### config.mk
export PLATFORM = sky130hd
export DESIGN_NAME = link_table_best_select_flat
export DESIGN_NICKNAME = d
export VERILOG_FILES = /design/src/rtl/lts_pkg.sv /design/src/rtl/lts_if.sv /design/src/rtl/lts_ctrl.sv /design/src/rtl/lts_datapath.sv /design/src/rtl/link_table_best_select.sv /design/src/flat_wrapper.sv
export SDC_FILE = /design/constraint.sdc
export NUM_CORES = 1
export LEC_CHECK = 0
export BUFFER_PORTS_ARGS = -buffer_cell sky130_fd_sc_hd__buf_2
export CORE_ASPECT_RATIO = 0.9
export CORE_MARGIN = 2
export CORE_UTILIZATION = 50
export CTS_CLUSTER_SIZE = 30
export DETAILED_ROUTE_END_ITERATION = 16
export PLACE_DENSITY = 0.75
export SYNTH_ARGS = -nofsm -noshare
export SYNTH_HDL_FRONTEND = slang
export SYNTH_SLANG_ARGS = --single-unit
### constraint.sdc
create_clock -name clk -period 8.65 [get_ports clk]
set_clock_uncertainty 0.1 [all_clocks]
set_input_delay 0.865 -clock clk [delete_from_list [all_inputs] [get_ports clk]]
set_output_delay 0.865 -clock clk [all_outputs]
set_load 0.05 [all_outputs]
### src/rtl/lts_pkg.sv
// ----------------------------------------------------------------------------
// lts_pkg
// Shared types, codes and helpers of the link table best-select block.
// ----------------------------------------------------------------------------
package lts_pkg;

  localparam int NUM_IFACES = 64;
  localparam int IDX_W      = $clog2(NUM_IFACES);

  typedef logic [IDX_W-1:0] slot_t;

  typedef enum logic [1:0] {
    REQ_ADD   = 2'd0,
    REQ_DEL   = 2'd1,
    REQ_PARAM = 2'd2,
    REQ_KIND  = 2'd3
  } req_t;

  // address family of an event
  localparam logic [1:0] AF_IPV4 = 2'd0;
  localparam logic [1:0] AF_IPV6 = 2'd1;

  // family state of a table entry
  localparam logic [1:0] FAM_NONE = 2'd0;
  localparam logic [1:0] FAM_V4   = 2'd1;
  localparam logic [1:0] FAM_V6   = 2'd2;
  localparam logic [1:0] FAM_BOTH = 2'd3;

  // learned link kinds
  localparam logic [2:0] KIND_OTHER    = 3'd0;
  localparam logic [2:0] KIND_ETHERNET = 3'd1;
  localparam logic [2:0] KIND_WIFI     = 3'd2;
  localparam logic [2:0] KIND_LOOPBACK = 3'd3;
  localparam logic [2:0] KIND_VIRTUAL  = 3'd4;
  localparam logic [2:0] KIND_TUNNEL   = 3'd5;

  // reported kind of the selection
  localparam logic [1:0] BK_OTHER = 2'd0;
  localparam logic [1:0] BK_ETH   = 2'd1;
  localparam logic [1:0] BK_WIFI  = 2'd2;

  // event status
  localparam logic [1:0] ST_OK       = 2'd0;
  localparam logic [1:0] ST_ABSENT   = 2'd1;
  localparam logic [1:0] ST_MISMATCH = 2'd2;

  typedef enum logic [2:0] {
    S_IDLE,
    S_READ,
    S_UPD,
    S_SCAN,
    S_DRAIN,
    S_FIN
  } state_t;

  typedef struct packed {
    logic idle;   // take a new word
    logic upd;    // apply the event to the addressed entry
    logic scan;   // issue one table read of the scan
    logic fin;    // commit selection and load the result word
  } cmd_t;

  typedef struct packed {
    logic scan_last;
    logic out_free;
  } stat_t;

  function automatic logic [1:0] kind_rank(input logic [2:0] k);
    logic [1:0] r;
    r = 2'd0;
    if (k == KIND_ETHERNET) r = 2'd2;
    else if (k == KIND_WIFI) r = 2'd1;
    return r;
  endfunction

  function automatic logic [1:0] kind_code(input logic [2:0] k);
    logic [1:0] c;
    c = BK_OTHER;
    if (k == KIND_ETHERNET) c = BK_ETH;
    else if (k == KIND_WIFI) c = BK_WIFI;
    return c;
  endfunction

  function automatic logic kind_purged(input logic [2:0] k);
    return (k == KIND_LOOPBACK) || (k == KIND_VIRTUAL) || (k == KIND_TUNNEL);
  endfunction

endpackage

### src/rtl/lts_if.sv
// ----------------------------------------------------------------------------
// lts_req_if / lts_res_if
// Valid/ready channels carrying event words and selection result words.
// ----------------------------------------------------------------------------
interface lts_req_if;
  logic       valid;
  logic       ready;
  logic [1:0] req_type;
  logic [5:0] if_index;
  logic [1:0] addr_family;
  logic       connected;
  logic       reachable;
  logic [2:0] link_kind;

  modport source (output valid, req_type, if_index, addr_family, connected,
                  reachable, link_kind, input ready);
  modport sink   (input valid, req_type, if_index, addr_family, connected,
                  reachable, link_kind, output ready);
endinterface

interface lts_res_if;
  logic       valid;
  logic       ready;
  logic       best_valid;
  logic [5:0] sel_index;
  logic [1:0] best_kind;
  logic [1:0] best_families;
  logic       changed;
  logic [1:0] status;

  modport source (output valid, best_valid, sel_index, best_kind, best_families,
                  changed, status, input ready);
  modport sink   (input valid, best_valid, sel_index, best_kind, best_families,
                  changed, status, output ready);
endinterface

### src/rtl/lts_ctrl.sv
// ----------------------------------------------------------------------------
// lts_ctrl
// Sequencer: read entry, update, scan the table, commit and emit the result.
// ----------------------------------------------------------------------------
module lts_ctrl (
  input  logic          clk,
  input  logic          rst,
  input  logic          in_valid,
  input  lts_pkg::stat_t stat,
  output lts_pkg::cmd_t  cmd
);
  import lts_pkg::*;

  state_t state, state_next;

  always_ff @(posedge clk) begin
    if (rst) begin
      state <= S_IDLE;
    end else begin
      state <= state_next;
    end
  end

  always_comb begin
    state_next = state;
    cmd        = '0;
    unique case (state)
      S_IDLE: begin
        cmd.idle = 1'b1;
        if (in_valid) state_next = S_READ;
      end
      S_READ: begin
        state_next = S_UPD;
      end
      S_UPD: begin
        cmd.upd    = 1'b1;
        state_next = S_SCAN;
      end
      S_SCAN: begin
        cmd.scan = 1'b1;
        if (stat.scan_last) state_next = S_DRAIN;
      end
      S_DRAIN: begin
        state_next = S_FIN;
      end
      S_FIN: begin
        if (stat.out_free) begin
          cmd.fin    = 1'b1;
          state_next = S_IDLE;
        end
      end
      default: state_next = S_IDLE;
    endcase
  end

endmodule

### src/rtl/lts_datapath.sv
// ----------------------------------------------------------------------------
// lts_datapath
// Entry table (presence flops plus family and kind memories), event update,
// purge-and-select scan and the result register.
// ----------------------------------------------------------------------------
module lts_datapath (
  input  logic           clk,
  input  logic           rst,
  input  lts_pkg::cmd_t  cmd,
  output lts_pkg::stat_t stat,
  lts_req_if.sink        req,
  lts_res_if.source      res
);
  import lts_pkg::*;

  typedef struct packed {
    logic       p;
    logic [1:0] f;
    logic [1:0] st;
  } ent_t;

  function automatic logic [1:0] fam_state(input logic [1:0] af);
    logic [1:0] r;
    r = FAM_NONE;
    if (af == AF_IPV4) r = FAM_V4;
    else if (af == AF_IPV6) r = FAM_V6;
    return r;
  endfunction

  function automatic ent_t do_add(input ent_t e, input logic [1:0] af, input logic ok);
    ent_t r;
    r = e;
    if (ok) begin
      if (af == AF_IPV4 && e.p && e.f == FAM_V6) begin
        r.f = FAM_BOTH;
      end else if (af == AF_IPV6 && e.p && e.f == FAM_V4) begin
        r.f = FAM_BOTH;
      end else begin
        r.p = 1'b1;
        r.f = fam_state(af);
      end
    end
    return r;
  endfunction

  function automatic ent_t do_del(input ent_t e, input logic [1:0] af);
    ent_t       r;
    logic [1:0] own;
    logic [1:0] other;
    r     = e;
    own   = (af == AF_IPV4) ? FAM_V4 : FAM_V6;
    other = (af == AF_IPV4) ? FAM_V6 : FAM_V4;
    if (!e.p) begin
      r.st = ST_ABSENT;
    end else if (af == AF_IPV4 || af == AF_IPV6) begin
      if (e.f == own) begin
        r.p = 1'b0;
        r.f = FAM_NONE;
      end else if (e.f == FAM_BOTH) begin
        r.f = other;
      end else begin
        r.st = ST_MISMATCH;
      end
    end
    return r;
  endfunction

  // latched event word
  req_t       r_type;
  logic [5:0] r_idx;
  logic [1:0] r_fam;
  logic       r_conn;
  logic       r_reach;
  logic [2:0] r_kind;
  logic [1:0] r_st;

  // table
  logic [NUM_IFACES-1:0] present;
  logic [NUM_IFACES-1:0] kind_vld;
  logic [1:0]            fam_mem  [NUM_IFACES];
  logic [2:0]            kind_mem [NUM_IFACES];

  // read port
  slot_t      rd_addr;
  slot_t      a_q;
  logic       a_vld;
  logic [1:0] fam_q;
  logic [2:0] kind_q;
  logic       kv_q;

  slot_t ix;
  logic  in_rng;
  ent_t  e0, e1;

  // scan
  slot_t      cnt;
  logic [2:0] k_eff;
  logic       p_s;
  logic       purge;
  logic       eff;
  logic [1:0] rank;
  logic       found;
  slot_t      best;
  logic [1:0] best_rank;
  logic [1:0] best_kind;
  logic [1:0] best_fam;

  // selection state and result word
  logic  cur_valid;
  slot_t cur_slot;
  logic  first_done;
  logic  chg;
  logic  out_valid;
  logic  o_best_valid;
  logic [5:0] o_sel_index;
  logic [1:0] o_best_kind;
  logic [1:0] o_best_fam;
  logic  o_changed;
  logic [1:0] o_status;

  assign req.ready = cmd.idle;

  always_ff @(posedge clk) begin
    if (req.valid && req.ready) begin
      r_type  <= req_t'(req.req_type);
      r_idx   <= req.if_index;
      r_fam   <= req.addr_family;
      r_conn  <= req.connected;
      r_reach <= req.reachable;
      r_kind  <= req.link_kind;
    end
  end

  assign ix     = slot_t'(r_idx);
  assign in_rng = (32'(r_idx) < 32'(NUM_IFACES));

  // ---- event update ----
  always_comb begin
    e0.p  = present[ix];
    e0.f  = present[ix] ? fam_q : FAM_NONE;
    e0.st = ST_OK;
    e1    = e0;
    case (r_type)
      REQ_ADD: begin
        if (r_conn) e1 = do_add(e0, r_fam, r_reach);
      end
      REQ_DEL: begin
        e1 = do_del(e0, r_fam);
      end
      REQ_PARAM: begin
        if (e0.p && r_conn) begin
          if (e0.f == FAM_V4 && r_fam == AF_IPV6) e1.f = FAM_BOTH;
          else if (e0.f == FAM_V6 && r_fam == AF_IPV4) e1.f = FAM_BOTH;
        end
        if (r_conn) begin
          if (!e0.p) e1 = do_add(e1, r_fam, r_reach);
        end else if (e0.p) begin
          e1 = do_del(e1, r_fam);
        end
      end
      default: e1 = e0;
    endcase
  end

  always_ff @(posedge clk) begin
    if (cmd.upd) r_st <= in_rng ? e1.st : ST_OK;
  end

  // ---- memories: one read port, one write port ----
  assign rd_addr = cmd.scan ? cnt : ix;

  always_ff @(posedge clk) begin
    fam_q  <= fam_mem[rd_addr];
    kind_q <= kind_mem[rd_addr];
    kv_q   <= kind_vld[rd_addr];
    a_q    <= rd_addr;
    if (cmd.upd && in_rng) fam_mem[ix] <= e1.f;
    if (cmd.upd && in_rng && r_type == REQ_KIND) kind_mem[ix] <= r_kind;
  end

  // presence and kind-written bits double as the table's reset
  always_ff @(posedge clk) begin
    if (rst) begin
      present  <= '0;
      kind_vld <= '0;
      a_vld    <= 1'b0;
    end else begin
      a_vld <= cmd.scan;
      if (cmd.upd && in_rng) present[ix] <= e1.p;
      if (cmd.upd && in_rng && r_type == REQ_KIND) kind_vld[ix] <= 1'b1;
      if (a_vld && purge) present[a_q] <= 1'b0;
    end
  end

  // ---- purge and select, one entry per cycle ----
  assign k_eff = kv_q ? kind_q : KIND_OTHER;
  assign p_s   = present[a_q];
  assign purge = p_s && kind_purged(k_eff);
  assign eff   = p_s && !purge;
  assign rank  = kind_rank(k_eff);

  always_ff @(posedge clk) begin
    if (rst) begin
      cnt   <= '0;
      found <= 1'b0;
    end else if (cmd.upd) begin
      cnt   <= '0;
      found <= 1'b0;
    end else begin
      if (cmd.scan) cnt <= cnt + 1'b1;
      if (a_vld && eff && (!found || rank > best_rank)) found <= 1'b1;
    end
  end

  always_ff @(posedge clk) begin
    if (a_vld && eff && (!found || rank > best_rank)) begin
      best      <= a_q;
      best_rank <= rank;
      best_kind <= kind_code(k_eff);
      best_fam  <= fam_q;
    end
  end

  assign stat.scan_last = (cnt == slot_t'(NUM_IFACES - 1));
  assign stat.out_free  = !out_valid || res.ready;

  // ---- commit and result word ----
  assign chg = found ? !(cur_valid && cur_slot == best && first_done)
                     : !(!cur_valid && first_done);

  always_ff @(posedge clk) begin
    if (rst) begin
      cur_valid  <= 1'b0;
      cur_slot   <= '0;
      first_done <= 1'b0;
      out_valid  <= 1'b0;
    end else begin
      if (cmd.fin) begin
        out_valid <= 1'b1;
        if (chg) begin
          cur_valid  <= found;
          cur_slot   <= found ? best : '0;
          first_done <= 1'b1;
        end
      end else if (res.ready) begin
        out_valid <= 1'b0;
      end
    end
  end

  always_ff @(posedge clk) begin
    if (cmd.fin) begin
      o_best_valid <= found;
      o_sel_index  <= found ? 6'(best) : 6'd0;
      o_best_kind  <= found ? best_kind : BK_OTHER;
      o_best_fam   <= found ? best_fam : FAM_NONE;
      o_changed    <= chg;
      o_status     <= r_st;
    end
  end

  assign res.valid         = out_valid;
  assign res.best_valid    = o_best_valid;
  assign res.sel_index     = o_sel_index;
  assign res.best_kind     = o_best_kind;
  assign res.best_families = o_best_fam;
  assign res.changed       = o_changed;
  assign res.status        = o_status;

endmodule

### src/rtl/link_table_best_select.sv
// ----------------------------------------------------------------------------
// link_table_best_select
// Interface table with add/delete/parameter/kind events, purge of loopback,
// virtual and tunnel links, and selection of the best remaining link.
// ----------------------------------------------------------------------------
// Per word: read the entry, update it, scan all NUM_IFACES entries, drain, then
// commit into the result word. One event word at a time: a new word is taken
//   only in idle, after the commit. The table scan reads one entry per cycle
//   through the single read port of the entry memories.
// The result register lets the next word in while a result waits.
// Reset: synchronous; clears presence and kind-written bits at once, no sweep.
// ----------------------------------------------------------------------------
module link_table_best_select (
  input logic       clk,
  input logic       rst,
  lts_req_if.sink   req,
  lts_res_if.source res
);
  import lts_pkg::*;

  cmd_t  cmd;
  stat_t stat;

  lts_ctrl u_ctrl (
    .clk      (clk),
    .rst      (rst),
    .in_valid (req.valid),
    .stat     (stat),
    .cmd      (cmd)
  );

  lts_datapath u_dp (
    .clk  (clk),
    .rst  (rst),
    .cmd  (cmd),
    .stat (stat),
    .req  (req),
    .res  (res)
  );

  // one event in flight at a time
  a_one_in_flight: assert property (@(posedge clk) disable iff (rst)
    (req.valid && req.ready) |=> !req.ready)
    else $error("word accepted while previous event in progress");

  a_cmd_onehot: assert property (@(posedge clk) disable iff (rst)
    $onehot0(cmd))
    else $error("controller issued overlapping commands");

  a_fin_needs_room: assert property (@(posedge clk) disable iff (rst)
    cmd.fin |-> stat.out_free)
    else $error("result loaded over an untaken word");

  a_none_zero: assert property (@(posedge clk) disable iff (rst)
    (res.valid && !res.best_valid) |->
      (res.sel_index == 6'd0 && res.best_kind == BK_OTHER &&
       res.best_families == FAM_NONE))
    else $error("fields not cleared with no selection");

endmodule
### src/flat_wrapper.sv
// flat-port wrapper written by rule: the top's interface ports become plain ports
module link_table_best_select_flat import lts_pkg::*;
  (clk, rst, req_valid, req_req_type, req_if_index, req_addr_family, req_connected, req_reachable, req_link_kind, req_ready, res_valid, res_best_valid, res_sel_index, res_best_kind, res_best_families, res_changed, res_status, res_ready);
  lts_req_if req_i ();
  lts_res_if res_i ();
  input logic clk;
  input logic rst;
  input wire logic [$bits(req_i.valid)-1:0] req_valid;
  input wire logic [$bits(req_i.req_type)-1:0] req_req_type;
  input wire logic [$bits(req_i.if_index)-1:0] req_if_index;
  input wire logic [$bits(req_i.addr_family)-1:0] req_addr_family;
  input wire logic [$bits(req_i.connected)-1:0] req_connected;
  input wire logic [$bits(req_i.reachable)-1:0] req_reachable;
  input wire logic [$bits(req_i.link_kind)-1:0] req_link_kind;
  output wire logic [$bits(req_i.ready)-1:0] req_ready;
  output wire logic [$bits(res_i.valid)-1:0] res_valid;
  output wire logic [$bits(res_i.best_valid)-1:0] res_best_valid;
  output wire logic [$bits(res_i.sel_index)-1:0] res_sel_index;
  output wire logic [$bits(res_i.best_kind)-1:0] res_best_kind;
  output wire logic [$bits(res_i.best_families)-1:0] res_best_families;
  output wire logic [$bits(res_i.changed)-1:0] res_changed;
  output wire logic [$bits(res_i.status)-1:0] res_status;
  input wire logic [$bits(res_i.ready)-1:0] res_ready;
  assign req_i.valid = req_valid;
  assign req_i.req_type = req_req_type;
  assign req_i.if_index = req_if_index;
  assign req_i.addr_family = req_addr_family;
  assign req_i.connected = req_connected;
  assign req_i.reachable = req_reachable;
  assign req_i.link_kind = req_link_kind;
  assign req_ready = req_i.ready;
  assign res_valid = res_i.valid;
  assign res_best_valid = res_i.best_valid;
  assign res_sel_index = res_i.sel_index;
  assign res_best_kind = res_i.best_kind;
  assign res_best_families = res_i.best_families;
  assign res_changed = res_i.changed;
  assign res_status = res_i.status;
  assign res_i.ready = res_ready;
  link_table_best_select u_core (.clk(clk), .rst(rst), .req(req_i), .res(res_i));
endmodule
=== Word-level counts from Yosys, hierarchy flattened ===
Memories as Yosys holds them, arrays and structs flattened. A register that Yosys moved wholly into a read port is not among the register bits.
Index checks and enable logic that the tools add are counted.

* Register bits: 198
* Latch bits: 0
* RAM bits: 320
* ROM bits: 0
* Output and inout bits: 16
* Word-level logic and storage cells: 181
* Memories kept: 2

* Add/subtract/negate cells: 1
* Multiply operators: 0
* Div/mod/pow operators: 0
* Magnitude comparators: 6
* Eq/ne operators: 27
* Shifts and indexed selects: 0
* Multiplexer cells: 74
* Bitwise logic cells: 3
* Reduce and logical (&&, ||, !) cells: 39

{| class="wikitable"
|+ Memory list
! memory !! words !! width !! read ports !! clocked after memory_dff !! wr ports !! RTL line !! text
|-
| u_core.u_dp.kind_mem || 64 || 3 || 1 || 1 || 1 || lts_datapath.sv:81 || <nowiki>logic [2:0] kind_mem [NUM_IFACES];</nowiki>
|-
| u_core.u_dp.fam_mem || 64 || 2 || 1 || 1 || 1 || lts_datapath.sv:80 || <nowiki>logic [1:0] fam_mem [NUM_IFACES];</nowiki>
|}

{| class="wikitable"
|+ Operators with widths
! kind !! count
|-
| 64-bit 2-to-1 mux || 3
|-
| 64-bit bitwise AND || 1
|-
| 64-bit bitwise mux || 1
|-
| 64-bit inverter || 1
|-
| 64-bit OR || 1
|-
| 2-bit 2-to-1 mux || 24
|-
| 5-bit 2-to-1 mux || 6
|-
| 1-bit 2-to-1 mux || 24
|-
| 1-bit logical AND || 21
|-
| 6-bit by 7-bit less-than comparator with 1-bit output, second input constant || 3
|-
| 3-bit 2-to-1 mux || 7
|-
| 1-bit binary-select mux with 6-bit select || 3
|-
| 3-bit one-hot mux with 6 select lines || 1
|-
| 5-bit one-hot mux with 3 select lines || 1
|-
| 1-bit demux with 6-bit select || 2
|-
| 2-bit == test, second input constant || 6
|-
| 3-bit by 2-bit == test with 1-bit output, second input constant || 4
|-
| 3-bit == test, second input constant || 4
|-
| 6-bit by 1-bit >= comparator with 1-bit output, second input constant || 2
|-
| 6-bit 2-to-1 mux || 2
|-
| 2-bit by 1-bit == test with 1-bit output, second input constant || 4
|-
| 6-bit by 1-bit adder with 6-bit output, second input constant || 1
|-
| 3-bit by 1-bit == test with 1-bit output, second input constant || 2
|-
| 6-bit == test || 1
|-
| other kinds (13) || 25
|}

=== Longest topological paths before layout ===
* Depth in word-level cells: 22
* Gate-level depth with buffers: 18

=== Modules after synthesis ===
From an unflattened synthesis, not the netlist that was laid out.

* Cells, all modules: 2020
* Area total of the unflattened synthesis: 22980.8 µm²

{| class="wikitable"
|+ By module, submodules not included
! module !! instances !! cells each !! area an instance (µm²) !! sequential area each (µm²)
|-
| lts_datapath || 1 || 1997 || 22788.1 || 14043.5
|-
| lts_ctrl || 1 || 23 || 192.7 || 60.1
|}

=== Worst setup path before layout ===
Ideal clock, no wire load.

* Kind: reg2reg
* Start point: register u_core.u_dp.r_idx[0] (netlist: u_core.u_dp.ix[0])
* End point: memory u_core.u_dp.fam_mem[0][1], data pin
* Setup time: 0.720 ns
* Arrival time: 5.121 ns
* Setup slack: 2.709 ns
* Cell stages (with the launch flop): 12
* Buffers on the path: 3
* Clock period less this slack: 5.941 ns
* Cell sequence: edfxtp_1 > buf_6 > buf_12 > buf_4 > mux2i_1 > nand2_1 > nand3_1 > nand4_1 > a211oi_4 > mux2_2 > or3b_1 > o31ai_1

{| class="wikitable"
|+ RTL lines
! element !! RTL line !! text
|-
| start: declaration || lts_datapath.sv:70 || <nowiki>logic [5:0] r_idx;</nowiki>
|-
| start signal: assignment || lts_datapath.sv:126 || <nowiki>r_idx <= req.if_index;</nowiki>
|-
| end: declaration || lts_datapath.sv:80 ||
|}

=== Worst setup path in the final report ===
* Start point: register u_core.u_ctrl.state[2]
* End point: register u_core.u_dp.kind_q[2], read port of u_core.u_dp.kind_mem

* Longest elaborated chain between the ends: 3

{| class="wikitable"
|+ Ends and longest elaborated chain
! element !! RTL line !! text
|-
| start: declaration || lts_ctrl.sv:14 || <nowiki>state_t state, state_next;</nowiki>
|-
| start signal: assignment || lts_ctrl.sv:20 || <nowiki>state <= state_next;</nowiki>
|-
| 3-bit by 2-bit == test with 1-bit output || lts_ctrl.sv:27 || <nowiki>unique case (state)</nowiki>
|-
| 1-bit 2-to-1 mux || lts_ctrl.sv:27 ||
|-
| 6-bit 2-to-1 mux || lts_datapath.sv:170 || <nowiki>assign rd_addr = cmd.scan ? cnt : ix;</nowiki>
|-
| end: declaration || lts_datapath.sv:88 || <nowiki>logic [2:0] kind_q;</nowiki>
|}

No other way between the ends.
A chain may end at the register's enable or synchronous reset.

==> results.cfg <==
[status]
status = complete, no violations

[global_routing]
antenna_found_initial = 0
grt_pass1_wl_mm = 92.4
grt_pass1_vias = 16500
grt_usage = 0.251
overflow = 0
grt_max_degree = 104

[sta]
rsz0062_at_grt = false
report.final.slew_viol_count = 0
post-route-min-period_ns = 4.89
fmax_mhz = 205
fin_crit_sh = 0.565
setup_violations = 0
setup_tns_ns = 0
relSlewSlack = 0.103
hold_viol = 0
tightest_slew_ns = 1.35
final.setup.worst_slack_ns = 3.76

[critical_path]
endpoint_kind = flip-flop
rr_worst_depth = 10
worstSetupPathType = reg2reg
startpoint = u_core.u_ctrl.state[2]
reg2reg_slack_ns = 3.76
crit_path_end = u_core.u_dp.kind_q[2]
cp.arrival_ns = 5.27
r2r_start = u_core.u_ctrl.state[2]
worstPathRequired_ns = 9.03
startpoint_type = flip-flop
path_max_fanout = 103
r2r-end = u_core.u_dp.kind_q[2]

[die]
die_area_um2 = 47400
rows = 74
core_um2 = 45200
start_util = 0.505
fp.dieW_um = 229
io-pin-count = 35
die_h_um = 207

[logic_synthesis]
synthCells = 2103
ys_ff_latch = 523
ys.flop_type = edfxtp_1
yosysSeqAreaShare = 0.618
async_reset_ff_frac = 0
ys_warn_count = 0
synth_edf_count = 363
syn_area_per_cell_um2 = 10.9
syn_nets = 2126
synth_area_um2 = 22800
ys_types = 68

[cts]
cts_buffers = 51
ctsHoldBuffers = 0
root_buffer = clkbuf_16
cts_max_level = 2
postCtsSetupBuffers = 0
cts_sinks = 523
cts.clk_slew.worst_paths_ns = 0.06
post_cts_resize_count = 0
cts_tree = yes
clkLatencyLatePin_ns = 0.59
clockBufferDepth = 3

[routing]
drt_iter0_markers = 2281
drc_errors = 0
wl_met1_mm = 24.2
met3WireLength_mm = 6.03
dr_wl_met2_mm = 27.4
vias = 17000
antenna_left = 0
wirelength_mm = 60.1
first_pass_iters = 6
highest_layer = met4
via_per_inst = 6.26
wl_per_cell_um = 22.2

[finish]
diodes = 0
num-fill-cells = 3758
drive_gt1_frac = 0.0880
fin_nets = 2083
mostFrequentLayoutCells = nand2_1 (381), edfxtp_1 (363), nor2_1 (303), dfxtp_1 (160), nand3_1 (123)
final_common_cell = nand2_1
seq_area_um2 = 14100
fin_area_um2 = 25000
area_delta_synth_final_pct = 9.51
multi_input_area_um2 = 7950

[place]
routabilityCongestion = 0.986
placed_cell_area_um2 = 23300
hpwlAfterDp_mm = 36.3
place.port_buffers = 34
dpl_worst_slack_ns = 3.90

[job]
maxCapViolCount = 0

[min_path]
holdCritPathClass = reg2reg
worstHoldStart = u_core.u_dp.r_st[0]

[power]
p_leak_uw = 0.00847
irDropWorstVdd_uv = 170
p_per_area_nw_per_um2 = 258
[power breakdown]
| part | switching, µW | internal (µW) | leakage, µW | total, µW |
|---|---|---|---|---|
| Clock | 944 | 1310 | 0.000849 | 2250 |
| Combinational | 916 | 346 | 0.00305 | 1260 |
| Sequential | 108 | 2820 | 0.00458 | 2920 |
[final cells by class]
cell class,instances,share of cell area
flip-flops and latches,523,0.564
inverters,18,0.00280
clock inverters,28,0.0101
repair buffers,63,0.0156
multi-input cells,1403,0.318
well taps,608,0.0304
clock buffers,67,0.0584
[Yosys cell counts (3+ instances only)]
master     number  area (µm²)
a2111oi_0       3        26.3
a211o_1        24         210
a21oi_1        29         145
a221o_1         8        80.1
a221oi_1       17         149
a22oi_1        14         105
a311oi_1       60         526
a31oi_1        24         150
a32o_1         41         410
and2_1         16         100
and3_1         46         288
buf_1          12        45.0
buf_2          47         235
buf_4           5        37.5
buf_6           9         101
clkbuf_1       85         319
dfxtp_1       160        3200
edfxtp_1      363       10900
ha_1            4        50.1
inv_1          16        60.1
mux2_2          8        90.1
mux2i_1        62         621
mux4_2         12         270
nand2_1       382        1430
nand2b_1       11        68.8
nand3_1       123         616
nand4_1         3        18.8
nor2_1        303        1140
nor2b_1        16         100
nor3_1        119         596
nor3b_1         3        22.5
nor4bb_1        3        30.0
o21ai_0         5        25.0
o221ai_1        4        35.0
o22ai_1         4        25.0
o31ai_1         8        60.1
o32ai_1         6        52.6
xnor2_1         9        78.8
xor2_1          4        35.0
[worst max-delay path, stage by stage, from the launching register on]
cell and delay (ns):
dfxtp_1 0.50, nand3b_4 0.35, mux2i_4 0.57, buf_4 0.77, buf_4 0.97, mux2i_1 0.32, mux4_2 0.27, nand2_1 0.09
o31ai_1 0.20, o32ai_1 0.18, a221o_1 0.28
[through the flow]
step                      instances   util  power, µW  hold WS (ns)
after global routing           2710  0.553       6640         0.340
after global placement         2615  0.515       4160         0.317
after floorplan                2103      -       3820         0.300
final                          2710  0.553       6440         0.339
after CTS                      2710  0.553       6420         0.328
after detailed placement       2615  0.515       4200         0.331
[state kept, by name (all words and copies together), names as in the netlist, 6 cells and up]
register,cells
u_core.u_dp.a_q,6
u_core.u_dp.cnt,6
u_core.u_dp.ix,6
u_core.u_dp.present,64
u_core.u_dp.kind_vld,64
u_core.u_dp.res.sel_index,6
u_core.u_dp.kind_mem,192
u_core.u_dp.fam_mem,128
u_core.u_dp.cur_slot,6
u_core.u_dp.best,6
[metal layers]
layer	vias to the layer above	global-route usage
li1	7582	-
met1	8255	0.335
met2	949	0.403
met3	176	0.0478
met4	0	0.111
met5	-	0
[worst min-delay path by stage]
| stage | cells past startpoint | to | slack [ns] |
|---|---|---|---|
| after floorplan | 0 | u_core.u_dp.res.status[0] | 0.30 |
| after global placement | 0 | u_core.u_dp.res.status[1] | 0.32 |
| after detailed placement | 0 | u_core.u_dp.res.status[0] | 0.33 |
| after CTS | 1 | u_core.u_dp.r_reach | 0.33 |
| after global routing | 1 | u_core.u_dp.r_fam[0] | 0.34 |
| final | 0 | u_core.u_dp.res.status[0] | 0.34 |
[kinds of logic (layout without fill, tap and decap cells)]
| kind of cell | Yosys count | count (layout) | share of synthesized area |
|---|---|---|---|
| and+or+nand+nor | 1035 | 1035 | 0.197 |
| muxes | 85 | 85 | 0.0456 |
| adders and majority gates | 4 | 4 | 0.00219 |
| buffers and inverters | 177 | 176 | 0.0362 |
| DFF | 523 | 523 | 0.618 |
| xor gates and xnor gates | 13 | 13 | 0.00499 |
| AOI/OAI and AO/OA | 266 | 266 | 0.0959 |
Power figures use the tool's default switching activity.
